[src/hdl/dfcf_pkg.sv]
package dfcf_pkg;

    localparam int IO_W   = 24;
    localparam int CFG_W  = 16;
    localparam int DLY_W  = 13;
    localparam int FB_W   = 16;
    localparam int DAMP_W = 16;
    localparam int GAIN_W = 32;

    typedef enum logic [1:0] {
        CFG_DELAY_LEN = 2'd0,
        CFG_FEEDBACK  = 2'd1,
        CFG_DAMP      = 2'd2
    } t_cfg_idx;

    typedef struct packed {
        logic signed [GAIN_W-1:0] gain;
        logic [DAMP_W-1:0]        damp;
    } t_coef;

    typedef struct packed {
        logic       open;
        logic [1:0] inflight;
        logic       wr_en;
    } t_pipe_stat;

endpackage

[src/hdl/dfcf_damp_loop.sv]
module dfcf_damp_loop #(
    parameter int SW = 24
) (
    input  logic                              i_clk,
    input  logic                              i_rst_n,
    input  logic                              i_acc,
    input  logic signed [SW-1:0]              i_src,
    input  logic                              i_hit,
    input  logic [SW-1:0]                     i_rd_data,
    input  dfcf_pkg::t_coef                   i_coef,
    input  logic                              i_out_ready,
    output dfcf_pkg::t_pipe_stat              o_stat,
    output logic [SW-1:0]                     o_wr_data,
    output logic                              o_out_valid,
    output logic signed [dfcf_pkg::IO_W-1:0]  o_out_sample
);

    localparam int PW  = SW + dfcf_pkg::GAIN_W;
    localparam int ACW = SW + 34;
    localparam int LVW = ACW - 31;
    localparam int EW  = (SW > dfcf_pkg::IO_W) ? SW : dfcf_pkg::IO_W;
    localparam longint SMAXL = (longint'(1) <<< (SW - 1)) - 1;
    localparam longint SMINL = -SMAXL - 1;
    localparam logic signed [LVW-1:0] LV_MAX = LVW'(SMAXL);
    localparam logic signed [LVW-1:0] LV_MIN = LVW'(SMINL);
    localparam logic signed [SW:0]    WS_MAX = (SW + 1)'(SMAXL);
    localparam logic signed [SW:0]    WS_MIN = (SW + 1)'(SMINL);
    localparam logic signed [ACW-1:0] RND    = ACW'(longint'(1) <<< 30);

    logic                   r_s1_valid;
    logic signed [SW-1:0]   r_s1_src;
    logic                   r_s1_hit;
    logic                   r_s2_valid;
    logic signed [SW-1:0]   r_s2_src;
    logic signed [SW-1:0]   r_s2_smp;
    logic signed [PW-1:0]   r_s2_prod;
    logic signed [SW-1:0]   r_level;
    logic                   r_out_valid;
    logic signed [dfcf_pkg::IO_W-1:0] r_out_sample;

    logic                   s1_move;
    logic                   s2_move;
    logic signed [SW-1:0]   smp1;
    logic signed [PW-1:0]   prod1;
    logic signed [SW+16:0]  lvl_term;
    logic signed [ACW-1:0]  acc;
    logic signed [LVW-1:0]  lvl_raw;
    logic signed [SW-1:0]   lvl_new;
    logic signed [SW:0]     wsum;
    logic signed [SW-1:0]   wr_sat;
    logic signed [EW-1:0]   smp_ext;

    assign s2_move = r_s2_valid && (!r_out_valid || i_out_ready);
    assign s1_move = r_s1_valid && (!r_s2_valid || s2_move);

    assign o_stat.open     = !r_s1_valid || s1_move;
    assign o_stat.inflight = {1'b0, r_s1_valid} + {1'b0, r_s2_valid};
    assign o_stat.wr_en    = s2_move;

    // multiply the delayed sample by the loop gain
    always_comb begin
        smp1  = r_s1_hit ? $signed(i_rd_data) : '0;
        prod1 = smp1 * $signed(i_coef.gain);
    end

    // damped level update and write-back value
    always_comb begin
        lvl_term = r_level * $signed({1'b0, i_coef.damp});
        acc      = ACW'(r_s2_prod) + (ACW'(lvl_term) <<< 15) + RND;
        lvl_raw  = $signed(acc[ACW-1:31]);
        if (lvl_raw > LV_MAX) begin
            lvl_new = SW'(SMAXL);
        end else if (lvl_raw < LV_MIN) begin
            lvl_new = SW'(SMINL);
        end else begin
            lvl_new = lvl_raw[SW-1:0];
        end
        wsum = (SW + 1)'(lvl_new) + (SW + 1)'(r_s2_src);
        if (wsum > WS_MAX) begin
            wr_sat = SW'(SMAXL);
        end else if (wsum < WS_MIN) begin
            wr_sat = SW'(SMINL);
        end else begin
            wr_sat = wsum[SW-1:0];
        end
        smp_ext = EW'(r_s2_smp);
    end

    assign o_wr_data = wr_sat;

    always_ff @(posedge i_clk) begin
        if (!i_rst_n) begin
            r_s1_valid  <= 1'b0;
            r_s2_valid  <= 1'b0;
            r_out_valid <= 1'b0;
            r_level     <= '0;
        end else begin
            if (i_acc) begin
                r_s1_valid <= 1'b1;
            end else if (s1_move) begin
                r_s1_valid <= 1'b0;
            end
            if (s1_move) begin
                r_s2_valid <= 1'b1;
            end else if (s2_move) begin
                r_s2_valid <= 1'b0;
            end
            if (s2_move) begin
                r_out_valid <= 1'b1;
                r_level     <= lvl_new;
            end else if (i_out_ready) begin
                r_out_valid <= 1'b0;
            end
        end
    end

    always_ff @(posedge i_clk) begin
        if (i_acc) begin
            r_s1_src <= i_src;
            r_s1_hit <= i_hit;
        end
        if (s1_move) begin
            r_s2_src  <= r_s1_src;
            r_s2_smp  <= smp1;
            r_s2_prod <= prod1;
        end
        if (s2_move) begin
            r_out_sample <= smp_ext[dfcf_pkg::IO_W-1:0];
        end
    end

    assign o_out_valid  = r_out_valid;
    assign o_out_sample = r_out_sample;

endmodule

[config.mk]
export PLATFORM = sky130hd
export DESIGN_NAME = dfcf_damp_loop
export DESIGN_NICKNAME = d
export VERILOG_FILES = /design/src/hdl/dfcf_pkg.sv /design/src/hdl/dfcf_damp_loop.sv
export SDC_FILE = /design/constraint.sdc
export NUM_CORES = 2
export LEC_CHECK = 0
export BUFFER_PORTS_ARGS = -buffer_cell sky130_fd_sc_hd__buf_2
export CORE_AREA = 2 2 321 323
export DETAILED_ROUTE_END_ITERATION = 6
export DIE_AREA = 0 0 323 325
export GPL_TIMING_DRIVEN = 0
export HOLD_SLACK_MARGIN = 0.1
export PLACE_DENSITY = 0.65
export SLEW_MARGIN = 5
export SYNTH_ARGS = -nofsm -noshare
export SYNTH_HDL_FRONTEND = slang
export SYNTH_SLANG_ARGS = --single-unit
[constraint.sdc]
create_clock -name i_clk -period 39.5 [get_ports i_clk]
set_clock_uncertainty 0.15 [all_clocks]
set_input_delay 7.9 -clock i_clk [delete_from_list [all_inputs] [get_ports i_clk]]
set_output_delay 7.9 -clock i_clk [all_outputs]
set_load 0.02 [all_outputs]
# ---- Yosys cells after proc, flatten, opt, wreduce, memory -nomap -nowiden
# Cells that the tools add are included.
# W data, S select, Z words.
dict set report word_totals {
  register_bits 180
  in_bits 101
}
dict set report classes {
  n_addsub 4
  multipliers 2
  magnitude_cmp 4
  mux 11
  n_reduce_logical 11
}
# op count
set op_table {}
lappend op_table {{$mux W24} 5}
lappend op_table {{$add A57 B32 Y58 const B} 1}
lappend op_table {{$add A56 B56 Y57} 1}
lappend op_table {{$mul A24 B32 Y56} 1}
lappend op_table {{$mul A24 B17 Y41} 1}
lappend op_table {{$gt A27 B24 Y1 const B} 1}
lappend op_table {{$lt A27 B24 Y1 const B} 1}
lappend op_table {{$add A24 B24 Y25} 1}
lappend op_table {{$gt A25 B24 Y1 const B} 1}
lappend op_table {{$lt A25 B24 Y1 const B} 1}
lappend op_table {{$mux W1} 6}
lappend op_table {{$reduce_bool A2 Y1} 3}
lappend op_table {{$logic_not A1 Y1} 3}
lappend op_table {{$logic_or A1 B1 Y1} 3}
lappend op_table {{$add A1 B1 Y2} 1}
lappend op_table {{$logic_and A1 B1 Y1} 2}

# ---- Depth between registers and ports, before layout
dict set report logic_depth {
  depth_word 10
  ltp_mapped 52
  ltp_nobuf 48
}

# ---- Least setup slack after synthesis
# OpenSTA, ideal clock, no wires.
dict set report synth_path {
  kind {input port to output port}
  from {input i_coef[2] in the netlist's numbering}
  to {output o_wr_data[0]}
  t_arrival_ns 18.934
  t_required_ns 31.450
  slack_ns 12.516
  cell_stages 47
  path_buffers 4
  path_cell_list {clkbuf_1 nand2_1 fa_1 fa_1 fa_1 fa_1 inv_1 fa_1 inv_1 fa_1 inv_1 ha_1 and3_1 a221o_1 a221o_1 a31oi_1 o21ai_1 nand3_1 [11 not listed] a311oi_2 o221ai_2 o31ai_4 buf_2 nand2_1 ha_1 fa_1 a21o_1 a21oi_2 nor2_4 o22ai_2 or4_4 a31oi_2 a311o_2 nand4_2 a41oi_4 buf_6 maj3_1}
}
dict set report synth_via {
  elab_chain_cells 10
  elab_cells_between_ends 12
}
# item line_no
set synth_lines {}
lappend synth_lines {{start: declaration} dfcf_damp_loop.sv:10} ;# input dfcf_pkg::t_coef i_coef,
lappend synth_lines {{$mul A24 B17 Y41 *} dfcf_damp_loop.sv:68} ;# lvl_term = r_level * $signed({1'b0, i_coef.damp});
lappend synth_lines {{$add A56 B56 Y57 *} dfcf_damp_loop.sv:69} ;# acc = ACW'(r_s2_prod) + (ACW'(lvl_term) <<< 15) + RND;
lappend synth_lines {{$add A57 B32 Y58 *} dfcf_damp_loop.sv:69}
lappend synth_lines {{$lt A27 B24 Y1} dfcf_damp_loop.sv:73} ;# end else if (lvl_raw < LV_MIN) begin
lappend synth_lines {{$mux W24} dfcf_damp_loop.sv:73}
lappend synth_lines {{$mux W24 *} dfcf_damp_loop.sv:71} ;# if (lvl_raw > LV_MAX) begin
lappend synth_lines {{via lvl_new[0]} dfcf_damp_loop.sv:48} ;# logic signed [SW-1:0] lvl_new;
lappend synth_lines {{$add A24 B24 Y25 *} dfcf_damp_loop.sv:78} ;# wsum = (SW + 1)'(lvl_new) + (SW + 1)'(r_s2_src);
lappend synth_lines {{$lt A25 B24 Y1} dfcf_damp_loop.sv:81} ;# end else if (wsum < WS_MIN) begin
lappend synth_lines {{$mux W24} dfcf_damp_loop.sv:81}
lappend synth_lines {{$mux W24 *} dfcf_damp_loop.sv:79} ;# if (wsum > WS_MAX) begin
lappend synth_lines {{end: declaration} dfcf_damp_loop.sv:13} ;# output logic [SW-1:0] o_wr_data,
# Mark *: on every way through the listed nets, which the timed path passes. The rest lies on a longest branch.

# ---- Worst setup path in the final report
# Ends and elaborated chain as after synthesis.

==> summary.txt <==
Run status
  – Status: completed

STA
  – Hold Violations, Final: 0
  – Minimum clock period after layout: 29.54 ns
  – RSZ-0062 raised after global routing: false
  – Fin crit share: between 70% and 80%
  – Slew Viols, Final: 0
  – Rel. slew slack: roughly a fifth
  – Slew of the pin with the lowest slew margin: about 1.2 ns
  – Fmax: around 34 MHz
  – Final hold slack: ~0.27 ns
  – Final setup TNS: 0 ns
  – Final setup viols: 0

Place
  – Detail Placement HPWL: between 100,000 and 150,000 um
  – Number of port buffers: 152
  – Dpl cells: ~6,700
  – Area post-placement: a little over 50,000 sq um
  – Gp weighted congestion: between 1 and 1.5

Clock tree
  – Clk root buf: clkbuf_16
  – # resized after CTS: 0
  – Total CTS buffers: 17
  – Skew-Pair Late Insertion Delay: 0.49 ns
  – # hold bufs at CTS: 0
  – # H-tree levels: 4
  – Clock sinks: 165
  – CTS tree: done
  – Post-CTS setup buffers: 0
  – CTS Buffer Depth: 2
  – Clk slew on worst S/H paths: around 0.07 ns

Logic synthesis
  – Post-Synth XOR/XNOR Area: roughly 2.5%
  – Most used DFF post-synth: edfxtp_1
  – Post-synth top cells: inv_1 (1,208), fa_1 (1,161), nand2_1 (824), ha_1 (351), and3_1 (259)
  – Syn_area_per_cell: 9.455 sq um
  – Asr flop ratio synth: 0%
  – Sequential area share after synthesis: a little under a tenth
  – Adder-cell area share of the yosys netlist: a little under three fifths
  – Unique masters post-synth: 94
  – Synth top area cells: fa_1 (47%), inv_1 (9.2%), ha_1 (8.9%)
  – Synth top area share: a little under half
  – Most common cell in the netlist: inv_1
  – Synthesized instance count: about 5,200
  – Syn_nets: 6,833
  – Main combinational cell family by area after synthesis: adder cells
  – #FFs+latches synth: between 150 and 200
  – Synth Area in Simple Gates: between 10% and 20%
  – Largest area contributor in the netlist: fa_1
  – Syn. warnings: 0
  – Mapped Area: ~49,000 sq um
  – EDFF count, synth: roughly 140
  – Compound-gate portion of the synthesized area: approximately 5.7%
  – Post-synthesis mux area share: less than 1%

Critical path
  – Crit path launch type: primary input
  – Setup CP Type: in2out
  – Max Fanout on Critical Path: 10
  – Req. time, crit path: ~31 ns
  – Crit end category: primary output
  – Worst EP arrival: 21.49 ns
  – Reg-to-reg slack, setup: between 20 and 30 ns
  – CP peak stage delay: roughly 0.56 ns
  – Most frequent CP cell: fa_1
  – Max stage delay cell, worst path: fa_1

Global route
  – Busiest layer in global routing: met2
  – Grt met3 use: about 6%
  – First-pass GRT wire length: ~250,000 um
  – GR Layer Usage met2: between 50% and 60%
  – Largest net degree at the start of global routing: 28
  – Gr usage total: 32.33%
  – GRT met1 Usage: roughly two fifths
  – Initial antenna violation count: 10
  – Total congestion overflow: 0
  – Vias in the first global route: 40,150

Layout
  – Post-layout instance area: about 53,000 sq um
  – Non-filler cells, final: around 6,800
  – Share of layout cells above drive strength 1: under 10%
  – Synth-to-layout area growth: 6.469%
  – Final Net Count: 7,008

Route
  – DR WL/cell: between 20 and 25 um
  – Drt initial violations: 3,313
  – Via count: 37,580
  – Number of remaining DRC errors: 0
  – Antenna Nets Post-Route: 0
  – First-pass DRT Iterations: 7
  – Vias per Instance: ~5.5
  – Routed wire length: 164,200 um

Floorplan
  – Die Y: about 330 um
  – Num ports: between 150 and 200
  – Core area: 101,300 sq um
  – Initial Util: 48.72%
  – Row cnt: between 100 and 150
  – Die X-Extent: between 300 and 400 um
  – Die area: 105,000 sq um

Job
  – Max_cap viols: 0

Hold path
  – Min-Delay Path Class: reg2reg
[worst max-delay path: cells and delay by family]
family                   cells  cell delay (ns)
AND/OR/NAND/NOR             11             2.10
XOR/XNOR                     1             0.16
adder cells (fa/ha/maj)     12             5.01
AO/OA/AOI/OAI               16             4.47
buffers and inverters        9             1.76
[cells in the final DEF (no fill, tap or decap), types with 15 or more instances in the layout]
cell type,instances
nand3_1,26
xnor2_1,101
o21bai_1,23
or2_2,34
nor2b_1,21
clkbuf_16,17
o21ai_0,84
clkbuf_1,234
inv_1,1208
nor2_1,59
dfxtp_1,27
a21oi_1,112
and2_1,185
a31oi_1,18
a21oi_2,21
a211oi_1,15
maj3_2,16
edfxtp_1,138
nor3_1,20
fa_1,1161
ha_1,350
xor2_1,35
a21o_1,49
and3_1,259
o21a_1,18
nand4_1,17
buf_2,165
nand2_1,824
[final timing paths]
path	from	endpoint	depth (start not counted)
setup / recovery	i_coef[2]	o_wr_data[0]	49
hold reg to reg	r_s1_src[9]	r_s2_src[9]	0
hold / removal	r_s1_src[9]	r_s2_src[9]	0
setup reg to reg	r_level[9]	r_level[18]	35
[state kept, by name (all words and copies together), names as in the netlist]
register and count:
o_out_sample 24, r_s2_smp 24, r_s2_prod 41, r_level 24
r_s1_src 24, r_s1_hit 1, r_s2_valid 1, o_out_valid 1
r_s1_valid 1, r_s2_src 24
[final cells by class]
type	count	area, sq um
diodes	1	2.502
plain buffers	258	1028
clock buffers	17	425.4
clock inverters	15	197.7
fillers	9594	48750
inverters	1208	4534
multi-input cells	3589	39120
flip-flops and latches	165	4684
well taps	1368	1712
repair buffers	156	840.8
[routing by layer]
metal / wire (um) / vias to the layer above
met1: 62910 / 19130
met2: 75520 / 1874
met3: 14570 / 477
met4: 11080 / 10
li1: - / 16100
met5: 74 / -
[cell families after synthesis]
family                   after synthesis
adder cells (fa/ha/maj)             1535
AND/OR/NAND/NOR                     1494
buffers and inverters               1466
AO/OA/AOI/OAI                        419
flip-flops                           165
XOR/XNOR                             138
multiplexers                           3
[metrics by stage]
stage	util, %	worst slack (ns)
global route	51.87	9.220
finish	51.87	9.964
floorplan	-	12.52
global placement	51.16	10.16
detailed placement	51.25	10.10
CTS	51.87	10.03
Power is left out: the tool's default activity adds up to more than one toggle a clock period on the data nets, which glitch-free logic cannot reach.
